## src/hw/rtl/cpm_pkg.sv

```systemverilog
// Shared types, register map and field constants for the clock and power manager
// register window. Used by cpm_named_regs and clock_power_manager_regs.
package cpm_pkg;

    localparam int WINDOW_WORDS_DEF = 1024;
    localparam int WORD_IDX_W       = 10;
    localparam int OFFSET_W         = 12;
    localparam int SIZE_W           = 3;
    localparam int DATA_W           = 32;
    localparam int GATE_W           = 16;
    localparam int S_TDATA_W        = 48;
    localparam int M_TDATA_W        = 56;

    typedef enum logic {
        CMD_READ  = 1'b0,
        CMD_WRITE = 1'b1
    } cmd_t;

    localparam logic [SIZE_W-1:0] SIZE_BYTE = 3'd1;
    localparam logic [SIZE_W-1:0] SIZE_HALF = 3'd2;
    localparam logic [SIZE_W-1:0] SIZE_WORD = 3'd4;

    localparam logic [WORD_IDX_W-1:0] W_CORE   = 10'd0;
    localparam logic [WORD_IDX_W-1:0] W_LOWP   = 10'd1;
    localparam logic [WORD_IDX_W-1:0] W_PLL    = 10'd4;
    localparam logic [WORD_IDX_W-1:0] W_GATE   = 10'd8;
    localparam logic [WORD_IDX_W-1:0] W_SLEEP  = 10'd9;
    localparam logic [WORD_IDX_W-1:0] W_AUDIO  = 10'd24;
    localparam logic [WORD_IDX_W-1:0] W_PIXEL  = 10'd25;
    localparam logic [WORD_IDX_W-1:0] W_CARD   = 10'd26;
    localparam logic [WORD_IDX_W-1:0] W_USB    = 10'd27;
    localparam logic [WORD_IDX_W-1:0] W_SERIAL = 10'd29;

    localparam logic [DATA_W-1:0] PLL_RW     = 32'hffff03ff;
    localparam logic [DATA_W-1:0] PLL_EN     = 32'h00000100;
    localparam logic [DATA_W-1:0] PLL_STABLE = 32'h00000400;
    localparam logic [DATA_W-1:0] SLEEP_RW   = 32'h0000ffd0;
    localparam logic [DATA_W-1:0] PIXEL_RW   = 32'h800007ff;
    localparam logic [DATA_W-1:0] SERIAL_RW  = 32'h8000000f;
    localparam logic [DATA_W-1:0] GATE_WAKE  = 32'h00004a80;
    localparam logic [DATA_W-1:0] SLEEP_WAKE = 32'h00000080;
    localparam logic [DATA_W-1:0] BYTE_MASK  = 32'h000000ff;
    localparam logic [DATA_W-1:0] HALF_MASK  = 32'h0000ffff;

    localparam logic [DATA_W-1:0] CORE_RST   = 32'h00000008;
    localparam logic [7:0]        LOWP_RST   = 8'hf8;
    localparam logic [DATA_W-1:0] PLL_RST    = 32'h28080011;
    localparam logic [15:0]       SLEEP_RST  = 16'h1500;
    localparam logic [3:0]        DIV_RST    = 4'h4;

    typedef struct packed {
        logic named;
        logic word_only;
    } decode_t;

    typedef struct packed {
        logic [GATE_W-1:0] gate_wake;
        logic              sleep_wake;
    } wake_t;

endpackage

```

## src/hw/rtl/cpm_named_regs.sv

```systemverilog
// Named control registers of the window: decode, writable masks, PLL stable
// forcing and wake-source status. Depends on cpm_pkg.
module cpm_named_regs (
    input  logic                                aclk,
    input  logic                                aresetn,
    input  logic [cpm_pkg::WORD_IDX_W-1:0]      word,
    input  logic                                wr_en,
    input  logic [cpm_pkg::DATA_W-1:0]          wr_value,
    output logic [cpm_pkg::DATA_W-1:0]          rd_word,
    output cpm_pkg::decode_t                    dec,
    output cpm_pkg::wake_t                      wake
);

    logic [31:0] core_reg;
    logic [7:0]  lowp_reg;
    logic [31:0] pll_reg;
    logic [15:0] gate_reg;
    logic [15:0] sleep_reg;
    logic [8:0]  audio_reg;
    logic [31:0] pixel_reg;
    logic [4:0]  card_reg;
    logic [3:0]  usb_reg;
    logic [31:0] serial_reg;

    logic [31:0] pll_next;
    logic [15:0] gate_next;
    logic [15:0] sleep_next;

    always_comb begin
        rd_word       = '0;
        dec.named     = 1'b1;
        dec.word_only = 1'b0;
        unique case (word)
            cpm_pkg::W_CORE: begin
                rd_word       = core_reg;
                dec.word_only = 1'b1;
            end
            cpm_pkg::W_LOWP:  rd_word = {24'd0, lowp_reg};
            cpm_pkg::W_PLL: begin
                rd_word       = pll_reg;
                dec.word_only = 1'b1;
            end
            cpm_pkg::W_GATE:  rd_word = {16'd0, gate_reg};
            cpm_pkg::W_SLEEP: rd_word = {16'd0, sleep_reg};
            cpm_pkg::W_AUDIO: begin
                rd_word       = {23'd0, audio_reg};
                dec.word_only = 1'b1;
            end
            cpm_pkg::W_PIXEL: begin
                rd_word       = pixel_reg;
                dec.word_only = 1'b1;
            end
            cpm_pkg::W_CARD: begin
                rd_word       = {27'd0, card_reg};
                dec.word_only = 1'b1;
            end
            cpm_pkg::W_USB: begin
                rd_word       = {28'd0, usb_reg};
                dec.word_only = 1'b1;
            end
            cpm_pkg::W_SERIAL: begin
                rd_word       = serial_reg;
                dec.word_only = 1'b1;
            end
            default: dec.named = 1'b0;
        endcase
    end

    always_comb begin
        pll_next = wr_value & cpm_pkg::PLL_RW;
        if ((pll_next & cpm_pkg::PLL_EN) != '0) begin
            pll_next = pll_next | cpm_pkg::PLL_STABLE;
        end
        gate_next  = (wr_en && word == cpm_pkg::W_GATE) ? wr_value[15:0] : gate_reg;
        sleep_next = (wr_en && word == cpm_pkg::W_SLEEP)
                   ? 16'(wr_value & cpm_pkg::SLEEP_RW) : sleep_reg;
    end

    always_ff @(posedge aclk) begin
        if (!aresetn) begin
            core_reg   <= cpm_pkg::CORE_RST;
            lowp_reg   <= cpm_pkg::LOWP_RST;
            pll_reg    <= cpm_pkg::PLL_RST;
            gate_reg   <= '0;
            sleep_reg  <= cpm_pkg::SLEEP_RST;
            audio_reg  <= 9'(cpm_pkg::DIV_RST);
            pixel_reg  <= 32'(cpm_pkg::DIV_RST);
            card_reg   <= 5'(cpm_pkg::DIV_RST);
            usb_reg    <= cpm_pkg::DIV_RST;
            serial_reg <= 32'(cpm_pkg::DIV_RST);
        end else begin
            gate_reg  <= gate_next;
            sleep_reg <= sleep_next;
            if (wr_en) begin
                unique case (word)
                    cpm_pkg::W_CORE:   core_reg   <= wr_value;
                    cpm_pkg::W_LOWP:   lowp_reg   <= wr_value[7:0];
                    cpm_pkg::W_PLL:    pll_reg    <= pll_next;
                    cpm_pkg::W_AUDIO:  audio_reg  <= wr_value[8:0];
                    cpm_pkg::W_PIXEL:  pixel_reg  <= wr_value & cpm_pkg::PIXEL_RW;
                    cpm_pkg::W_CARD:   card_reg   <= wr_value[4:0];
                    cpm_pkg::W_USB:    usb_reg    <= wr_value[3:0];
                    cpm_pkg::W_SERIAL: serial_reg <= wr_value & cpm_pkg::SERIAL_RW;
                    default: ;
                endcase
            end
        end
    end

    assign wake.gate_wake  = gate_next & 16'(cpm_pkg::GATE_WAKE);
    assign wake.sleep_wake = (32'(sleep_next) & cpm_pkg::SLEEP_WAKE) != '0;

endmodule

```

## config.mk

```make
export PLATFORM = sky130hd
export DESIGN_NAME = cpm_named_regs
export DESIGN_NICKNAME = d
export VERILOG_FILES = /design/src/hw/rtl/cpm_pkg.sv /design/src/hw/rtl/cpm_named_regs.sv
export SDC_FILE = /design/constraint.sdc
export NUM_CORES = 1
export LEC_CHECK = 0
export ABC_AREA = 1
export BUFFER_PORTS_ARGS = -buffer_cell sky130_fd_sc_hd__buf_2
export CORE_ASPECT_RATIO = 1.2
export CORE_MARGIN = 5
export CORE_UTILIZATION = 40
export CTS_CLUSTER_SIZE = 16
export DETAILED_ROUTE_END_ITERATION = 8
export PLACE_DENSITY_LB_ADDON = 0.2
export SYNTH_ARGS = -nofsm -noshare
export SYNTH_HDL_FRONTEND = slang
export SYNTH_SLANG_ARGS = --single-unit
```

## constraint.sdc

```tcl
create_clock -name aclk -period 1.72 [get_ports aclk]
set_input_delay 0.086 -clock aclk [delete_from_list [all_inputs] [get_ports aclk]]
set_output_delay 0.086 -clock aclk [all_outputs]
set_load 0.01 [all_outputs]
```

==> run summary, run 1 <==
Worst Hold Class = primary input to register
Ant. Diodes = 0
post-DP HPWL = 12800 µm
grt ovf = 0
fin nets = 1090
Critical Path RT = 1630 ps
outcome = completed
Setup CP Type = primary input to output port
clk slew on worst S/H paths = 60 ps
Synth top area share = 41.9%
number of global-route vias before repair = 5851
Synth cell types = 27
post-cts sizing count = 0
Top Ports = 96
CTS max path bufs = 2
H-tree depth = 4
clk_skew = 0 ps
Worst VDD drop = 567 µV
Finished Cell Area = 7750 µm²
drt total wl = 18300 µm
initial antenna violation count = 0
clock period minus worst slack = 1560 ps
die height = 145 µm
final antenna-violating net count = 0
Mapped Cells = 926
hold path start = wr_value[2]
Synth top cells by count = nor2_1, nand2_1, dfxtp_1, o21ai_0, nand3_1
synth top area cells = dfxtp_1, nor2_1, nand2_1
fmax = 639 MHz
DR vias = 6097
ys flop type = dfxtp_1
relative slew slack = 56.1%
Mean Syn Cell Area = 6.61 µm²
crit-path max FO = 8
Worst setup SP type = primary input
Yosys Warn Count = 0
final hold violation count = 0
Reg-to-Reg Start = gate_reg[5]$_SDFFE_PN0N_
CP endpoint kind = output port
cts bufs inserted = 17
postcts setup bufs = 0
#FFs+latches synth = 128
P&R area growth vs syn = 26.7%
fin crit share = 91.0%
Vias/cell = 4.83
post-synthesis sequential area ratio = 41.9%
Post-synth EDFFs = 0
Port Buffers = 83
drt pass-1 iters = 5
# DRC = 0
P_leak = 3.84 nW
WP data arrival = 1480 ps
max reg flops = 32
pins over their slew limit = 0
max-cap check violation count = 0
Die Wd = 123 µm
slew at the pin closest to its max-slew limit = 657 ps
TritonCTS clock tree = yes
Netlist Area Pre-Place = 6120 µm²
GRT Resource Usage Total = 21.2%
RSZ-0062 raised after global routing = false
Placer Congestion = 0.846
pwr dens = 945 nW/µm²
largest area contributor in the netlist = dfxtp_1
layout cell share with drive strength beyond 1 = 17.2%
DP Area = 6830 µm²
Root Buffer = clkbuf_16
CTS sink cnt = 128
most frequent cell after synthesis = nor2_1
initial cell density of the core = 40.7%
asr flop ratio synth = 0%
Setup TNS Final = 0 ps
largest net degree at the start of global routing = 57
Crit. Startpoint = word[1]
clk_lat worst skew = 420 ps
post-DR wirelength/cell = 14.5 µm
endpoints failing setup = 0
DIE AREA = 17900 µm²
global-route wire length before repair = 30200 µm
core outline area = 15000 µm²
row cnt = 49
DR iter-0 viols = 386
## per-layer routing
layer	track usage (%)	share of wire (%)	up-vias
met5	0	0	-
met3	4.47	5.7	23
met4	6.61	1.5	0
li1	-	-	3132
met1	28.5	46	2784
met2	33.8	47	158
## path summary, 6_finish.rpt
check                           slack (ps)  depth (start not counted)                        to
worst max-delay path                   160                          9               rd_word[14]
worst min-delay path                    20                          3  gate_reg[2]$_SDFFE_PN0N_
worst max register to register        1050                          2  gate_reg[5]$_SDFFE_PN0N_
worst min register to register         460                          2  pll_reg[27]$_SDFFE_PN1P_
## stage by stage
step,total power (W),instances,hold slack (ps),setup WS [ps],utilization [%]
after CTS,0.00737,1262,6.48,143,51.6
final,0.00732,1262,16.8,155,51.6
after global routing,0.00757,1262,20.7,7.69,51.6
after detailed placement,0.00333,1204,326,117,45.5
after global placement,0.00333,1204,322,139,45.5
after floorplan,0.00319,937,199,470,-
## worst max-delay path, cell delays in order
cell	delay (ps)
buf_2	120
inv_1	50
nand2_1	160
nor2_4	190
nand2_4	90
nor2_4	250
inv_1	140
o211ai_1	210
buf_2	170
## cell families after synthesis
family / synth area share [%]
other: 0.0613
AND/OR/NAND/NOR: 38.6
AO/OA/AOI/OAI: 10.1
flip-flops: 41.9
buffers and inverters: 9.41
## final cells by class
class	instances	area [µm²]
clock buffers	19	453
well taps	204	255
inverters	72	278
fillers	1550	7270
multi-input cells	682	3020
repair buffers	144	976
flip-flops and latches	128	2560
clock inverters	13	208
## where the power goes
part           internal (W)  switching [W]
clock               0.00265        0.00136
combinational      0.000121       0.000221
sequential          0.00297    0.000000924
## repair_timing
action | 4_1_cts | 5_1_grt
endpoints found under the hold margin | 64 | 0
hold buffers | 26 | 0
endpoints found under the setup margin | 0 | 0
## placed cells by master, fill, tap and decap left out, types with 6 or more instances in the layout
cell type / instances
dlygate4sd3_1: 26
conb_1: 12
nor2_4: 11
clkbuf_16: 17
o211ai_1: 8
inv_1: 65
nand3_1: 66
nand2_2: 6
dfxtp_1: 128
nand2_1: 199
buf_2: 83
buf_4: 32
o21ai_0: 95
nand4_1: 15
nor2_1: 241
a21oi_1: 13
(Power assumes the default switching activity.)
==> run 2: changes to the inputs <==
CORE_MARGIN = 4   (was 5)
RECOVER_POWER = 25   (was unset)
clock period = 1.9 ns   (was 1.72 ns; I/O delays follow)
==> run 2 against run 1 <==
Compared with the run above:
- cell count decreased by 0.79%
- utilization decreased by 1.0 points
- clock skew unchanged
- global-route usage increased by 0.33 points
- count of clock-buffer cells in the layout decreased by 1
- register-to-register slack improved by 100 ps
- combinational power decreased by 14%
- power decreased by 14%
- sequential share of layout area increased by 0.69 points
- critical endpoint is now rd_word[13]
==> run summary, run 2 (synthesized netlist as in run 1, its figures left out) <==
fin nets = 1080 (-0.92%)
row cnt = 49 (unchanged)
crit-path max FO = 8 (unchanged)
layout cell share with drive strength beyond 1 = 16.1% (-1.1 points)
Worst VDD drop = 579 µV (+2.2%)
grt ovf = 0 (unchanged)
DIE AREA = 17300 µm² (-3.0%)
most common cell after layout, fill and taps aside = nor2_1
P_leak = 3.75 nW (-2.4%)
Critical Path RT = 1800 ps (+170 ps)
post-DR wirelength/cell = 14.3 µm (-1.0%)
hold path start = wr_value[5]
outcome = completed
Setup CP Type = primary input to output port
Ant. Diodes = 0 (unchanged)
R2R depth = 2 (unchanged)
die height = 143 µm (-1.4%)
Setup TNS Final = 0 ps (unchanged)
post-DP HPWL = 12300 µm (-3.8%)
most frequent cells in the layout = nor2_1, nand2_1, dfxtp_1, o21ai_0, buf_2
Reg-to-Reg Start = core_reg[9]$_SDFFE_PN0P_
number of global-route vias before repair = 5649 (-3.5%)
global-route wire length before repair = 29400 µm (-2.4%)
RSZ-0062 raised after global routing = false
Vias/cell = 4.84 (+0.17%)
# DRC = 0 (unchanged)
WP data arrival = 1680 ps (+200 ps)
final hold violation count = 0 (unchanged)
hold-critical path endpoint = lowp_reg[5]$_SDFFE_PN1P_
register area = 2560 µm² (unchanged)
CTS max path bufs = 2 (unchanged)
final antenna-violating net count = 0 (unchanged)
initial cell density of the core = 40.7% (unchanged)
DR iter-0 viols = 387 (+0.26%)
Worst Hold Class = primary input to register
drt total wl = 18000 µm (-1.8%)
TritonCTS clock tree = yes
Die Wd = 121 µm (-1.6%)
Placed Cells = 1196 (-0.66%)
clk_lat worst skew = 420 ps (about the same)
fmax = 562 MHz
post-cts sizing count = 0 (unchanged)
fin crit share = 93.7%
Final Total Pwr = 0.00630 W (-14%)
initial antenna violation count = 0 (unchanged)
Finished Core Util = 50.6% (-1.0 points)
Non-Filler Instances = 1252 (-0.79%)
pins over their slew limit = 0 (unchanged)
FF-to-FF End = core_reg[9]$_SDFFE_PN0P_
CP endpoint kind = output port
Filler cells = 1534 (-1.0%)
area of the multi-input gates = 3010 µm² (-0.25%)
GRT Resource Usage Total = 21.5% (+0.33 points)
Top Ports = 96 (unchanged)
CTS sink cnt = 128 (unchanged)
hold slack = 24.6 ps (+7.85 ps)
slew at the pin closest to its max-slew limit = 628 ps (-29.7 ps)
max reg flops = 32 (unchanged)
clock period minus worst slack = 1780 ps
DR vias = 6059 (-0.62%)
Worst setup SP type = primary input
Root Buffer = clkbuf_16
Port Buffers = 83 (unchanged)
clk_skew = 0 ps (unchanged)
slack of the worst reg-to-reg path = 1150 ps (+100 ps)
core outline area = 15000 µm² (unchanged)
H-tree depth = 4 (unchanged)
P&R area growth vs syn = 24.2%
pwr dens = 829 nW/µm² (-12%)
hold path cells = 3 (unchanged)
Placer Congestion = 0.882 (+4.2%)
largest net degree at the start of global routing = 65 (+14%)
cts bufs inserted = 17 (unchanged)
max-cap check violation count = 0 (unchanged)
clk slew on worst S/H paths = 60 ps (about the same)
drt pass-1 iters = 4 (-1)
endpoints failing setup = 0 (unchanged)
relative slew slack = 58.1% (+2.0 points)
-- run 2: cell count changes in the layout (fill, tap and decap cells not counted), moves of 2 or more --
cell           delta
clkbuf_1          +4
clkinvlp_4        +2
clkinv_2          +2
bufinv_16         -2
dlygate4sd3_1     -2
buf_2             -2
buf_4            -11
-- run 2: report_power, final --
group	switching (W)	internal [W]
logic	0.000193	0.000101
registers	0.000000869	0.00269
clock network	0.00123	0.00209
-- run 2: layout make-up --
cell class / instances / share of cell area [%]
clock buffers: 18 / 5.78
clock inverters: 14 / 2.16
inverters: 72 / 3.66
multi-input cells: 682 / 39.7
flip-flops and latches: 128 / 33.7
well taps: 204 / 3.36
repair buffers: 134 / 11.6
-- run 2: worst max path at each step --
stage | from | end | slack (ps) | cells past startpoint
2_1_floorplan | word[5] | core_reg[1]$_SDFFE_PN0P_ | 640 | 9
3_3_place_gp | word[7] | wake[12] | 190 | 10
3_5_place_dp | word[5] | wake[10] | 200 | 10
4_1_cts | word[5] | wake[10] | 190 | 10
5_1_grt | word[1] | rd_word[13] | 30 | 9
6_report | word[1] | rd_word[13] | 120 | 9
-- run 2: per-layer routing --
metal / vias up / routed length, µm / global-route usage [%] / share of wire (%)
li1: 3124 / - / - / -
met5: - / 0 / 0 / 0
met1: 2735 / 8210 / 28.1 / 46
met4: 0 / 445 / 8.41 / 2.5
met3: 29 / 1010 / 4.33 / 5.6
met2: 171 / 8300 / 35.0 / 46
-- run 2: critical path, cell delays in order --
cell	delay [ps]
clkbuf_1	130
inv_1	70
nand2_1	140
nor2_1	360
nand2_4	110
nor2_4	280
inv_1	150
o211ai_1	190
buf_2	160
-- run 2: repair_timing --
| item | 4_1_cts | 5_1_grt |
|---|---|---|
| hold buffers | 24 | 0 |
| buffers inserted | 0 | 0 |
| endpoints found under the hold margin | 60 | 0 |
-- run 2: metrics by stage --
stage | worst slack, ps | area (µm²)
global placement | 190 | 6770
finish | 120 | 7600
CTS | 195 | 7620
floorplan | 641 | 6160
global route | 32.8 | 7600
detailed placement | 198 | 6770
==> run 3: changes to the inputs <==
CAP_MARGIN = 15   (was unset)
RECOVER_POWER = unset   (was 25)
==> run 3 against run 2 <==
Compared with the run above:
- maximum frequency grew 4.7%
- critical path depth grew 1
- largest power group unchanged
- sequential power is essentially flat
- clock skew is the same
==> run summary, run 3 (synthesized netlist as in run 1, its figures left out) <==
slew at the pin closest to its max-slew limit = 630 ps (+2.19 ps)
DR vias = 6054 (-0.083%)
slack of the worst reg-to-reg path = 1150 ps (about the same)
RSZ-0062 raised after global routing = false
cell-internal power = 0.00488 W (about the same)
P&R area growth vs syn = 24.5%
DIE AREA = 17300 µm² (unchanged)
initial cell density of the core = 40.7% (unchanged)
register area = 2560 µm² (unchanged)
pins over their slew limit = 0 (unchanged)
H-tree depth = 4 (unchanged)
postcts setup bufs = 0 (unchanged)
max reg flops = 32 (unchanged)
global-route wire length before repair = 29400 µm (unchanged)
hold path cells = 3 (unchanged)
# DRC = 0 (unchanged)
Worst Hold Class = primary input to register
layout cell share with drive strength beyond 1 = 16.6% (+0.48 points)
Worst VDD drop = 583 µV (+0.69%)
hold-critical path endpoint = lowp_reg[5]$_SDFFE_PN1P_
Ant. Diodes = 0 (unchanged)
fmax = 588 MHz (+4.7%)
Setup CP Type = primary input to output port
Finished Core Util = 50.7% (+0.13 points)
met3 Use GR = 4.33% (unchanged)
pwr dens = 828 nW/µm² (-0.16%)
core outline area = 15000 µm² (unchanged)
Port Buffers = 83 (unchanged)
Worst setup SP type = primary input
clock share of power = 52.7% (about the same)
crit-path max FO = 16 (+8)
CTS sink cnt = 128 (unchanged)
most common cell after layout, fill and taps aside = nor2_1
DR iter-0 viols = 355 (-8.3%)
R2R depth = 2 (unchanged)
endpoints failing setup = 0 (unchanged)
Top Ports = 96 (unchanged)
Reg-to-Reg Start = core_reg[9]$_SDFFE_PN0P_
Placer Congestion = 0.882 (unchanged)
Die Wd = 121 µm (unchanged)
outcome = completed
post-DR wirelength/cell = 14.4 µm (+0.24%)
CTS max path bufs = 2 (unchanged)
hold path start = wr_value[5]
row cnt = 49 (unchanged)
met1 Track Usage GR = 28.1% (unchanged)
drt total wl = 18000 µm (+0.24%)
most frequent cells in the layout = nor2_1, nand2_1, dfxtp_1, o21ai_0, buf_2
Critical Path RT = 1800 ps (about the same)
Root Buffer = clkbuf_16
fin crit share = 89.5% (-4.2 points)
cts bufs inserted = 17 (unchanged)
GR peak layer = met2
P_leak = 3.76 nW (+0.32%)
final antenna-violating net count = 0 (unchanged)
Setup TNS Final = 0 ps (unchanged)
Filler cells = 1529 (-0.33%)
WP data arrival = 1610 ps (-70 ps)
number of global-route vias before repair = 5649 (unchanged)
largest net degree at the start of global routing = 65 (unchanged)
clock period minus worst slack = 1700 ps (-79.1 ps)
clk slew on worst S/H paths = 60 ps (about the same)
Reg power frac = 42.6% (about the same)
clk_skew = 0 ps (unchanged)
Vias/cell = 4.84 (about the same)
clk_lat worst skew = 420 ps (about the same)
met2 Usage GRT = 35.0% (unchanged)
CP endpoint kind = output port
drt pass-1 iters = 4 (unchanged)
GRT Resource Usage Total = 21.5% (unchanged)
max-cap check violation count = 0 (unchanged)
relative slew slack = 57.9% (-0.15 points)
fin nets = 1080 (unchanged)
area of the multi-input gates = 3020 µm² (+0.25%)
TritonCTS clock tree = yes
die height = 143 µm (unchanged)
final hold violation count = 0 (unchanged)
P_sw = 0.00143 W (+0.41%)
post-DP HPWL = 12300 µm (unchanged)
Net Sw Frac = 22.6% (+0.068 points)
combinational group share of total power = 4.7% (about the same)
Final Total Pwr = 0.00630 W (+0.11%)
FF-to-FF End = core_reg[9]$_SDFFE_PN0P_
initial antenna violation count = 0 (unchanged)
grt ovf = 0 (unchanged)
-- run 3: cell types whose count changed in the layout (fill, tap and decap cells not counted), sizes merged --
| cell | before | now |
|---|---|---|
| buf | 105 | 110 |
| clkbuf | 23 | 18 |
-- run 3: worst max-delay path, stage by stage --
cell and delay (ps):
buf_2 110, nor2_1 180, nand2_4 160, nor2_8 180, nand2_4 100, inv_4 150
nand2_2 260, nand2_1 160, nand2_1 60, buf_2 130
-- run 3: area by class of cell --
class,instances,share of cell area [%]
multi-input combinational,682,39.7
sequential,128,33.6
timing repair buffer,134,11.8
clock buffer,18,5.77
inverter,72,3.65
tap,204,3.35
clock inverter,14,2.15
-- run 3: per-stage QoR --
step	hold WS (ps)	area [µm²]	instances	worst slack [ps]
2_1_floorplan	208	6160	937	641
3_3_place_gp	330	6770	1196	190
3_5_place_dp	332	6770	1196	198
4_1_cts	5.25	7620	1252	195
5_1_grt	21.9	7620	1252	65.0
6_report	18.0	7620	1252	199
-- run 3: how the worst max path moves through the flow --
stage	start	depth (start not counted)	slack, ps	to
2_1_floorplan	word[5]	9	640	core_reg[1]$_SDFFE_PN0P_
3_3_place_gp	word[7]	10	190	wake[12]
3_5_place_dp	word[5]	10	200	wake[10]
4_1_cts	word[5]	10	190	wake[10]
5_1_grt	word[7]	10	70	wake[15]
6_report	word[5]	10	200	wake[10]
-- run 3: power by group through the flow --
stage	sequential [W]	combinational, W	clock (W)
2_1_floorplan	0.00275	0.000146	0
3_3_place_gp	0.00275	0.000258	0
3_5_place_dp	0.00275	0.000256	0
4_1_cts	0.00269	0.000295	0.00337
5_1_grt	0.00269	0.000323	0.00352
6_report	0.00269	0.000296	0.00332
-- run 3: per-layer routing --
layer / vias to the layer above / share of wire (%)
met5: - / 0
met4: 0 / 2.6
met3: 31 / 5.8
met2: 171 / 46
met1: 2732 / 45
li1: 3120 / -
-- run 3: what timing repair did --
action,in CTS,in global routing
hold endpoints to repair,60,0
hold buffers,24,0
gates resized for setup,0,0
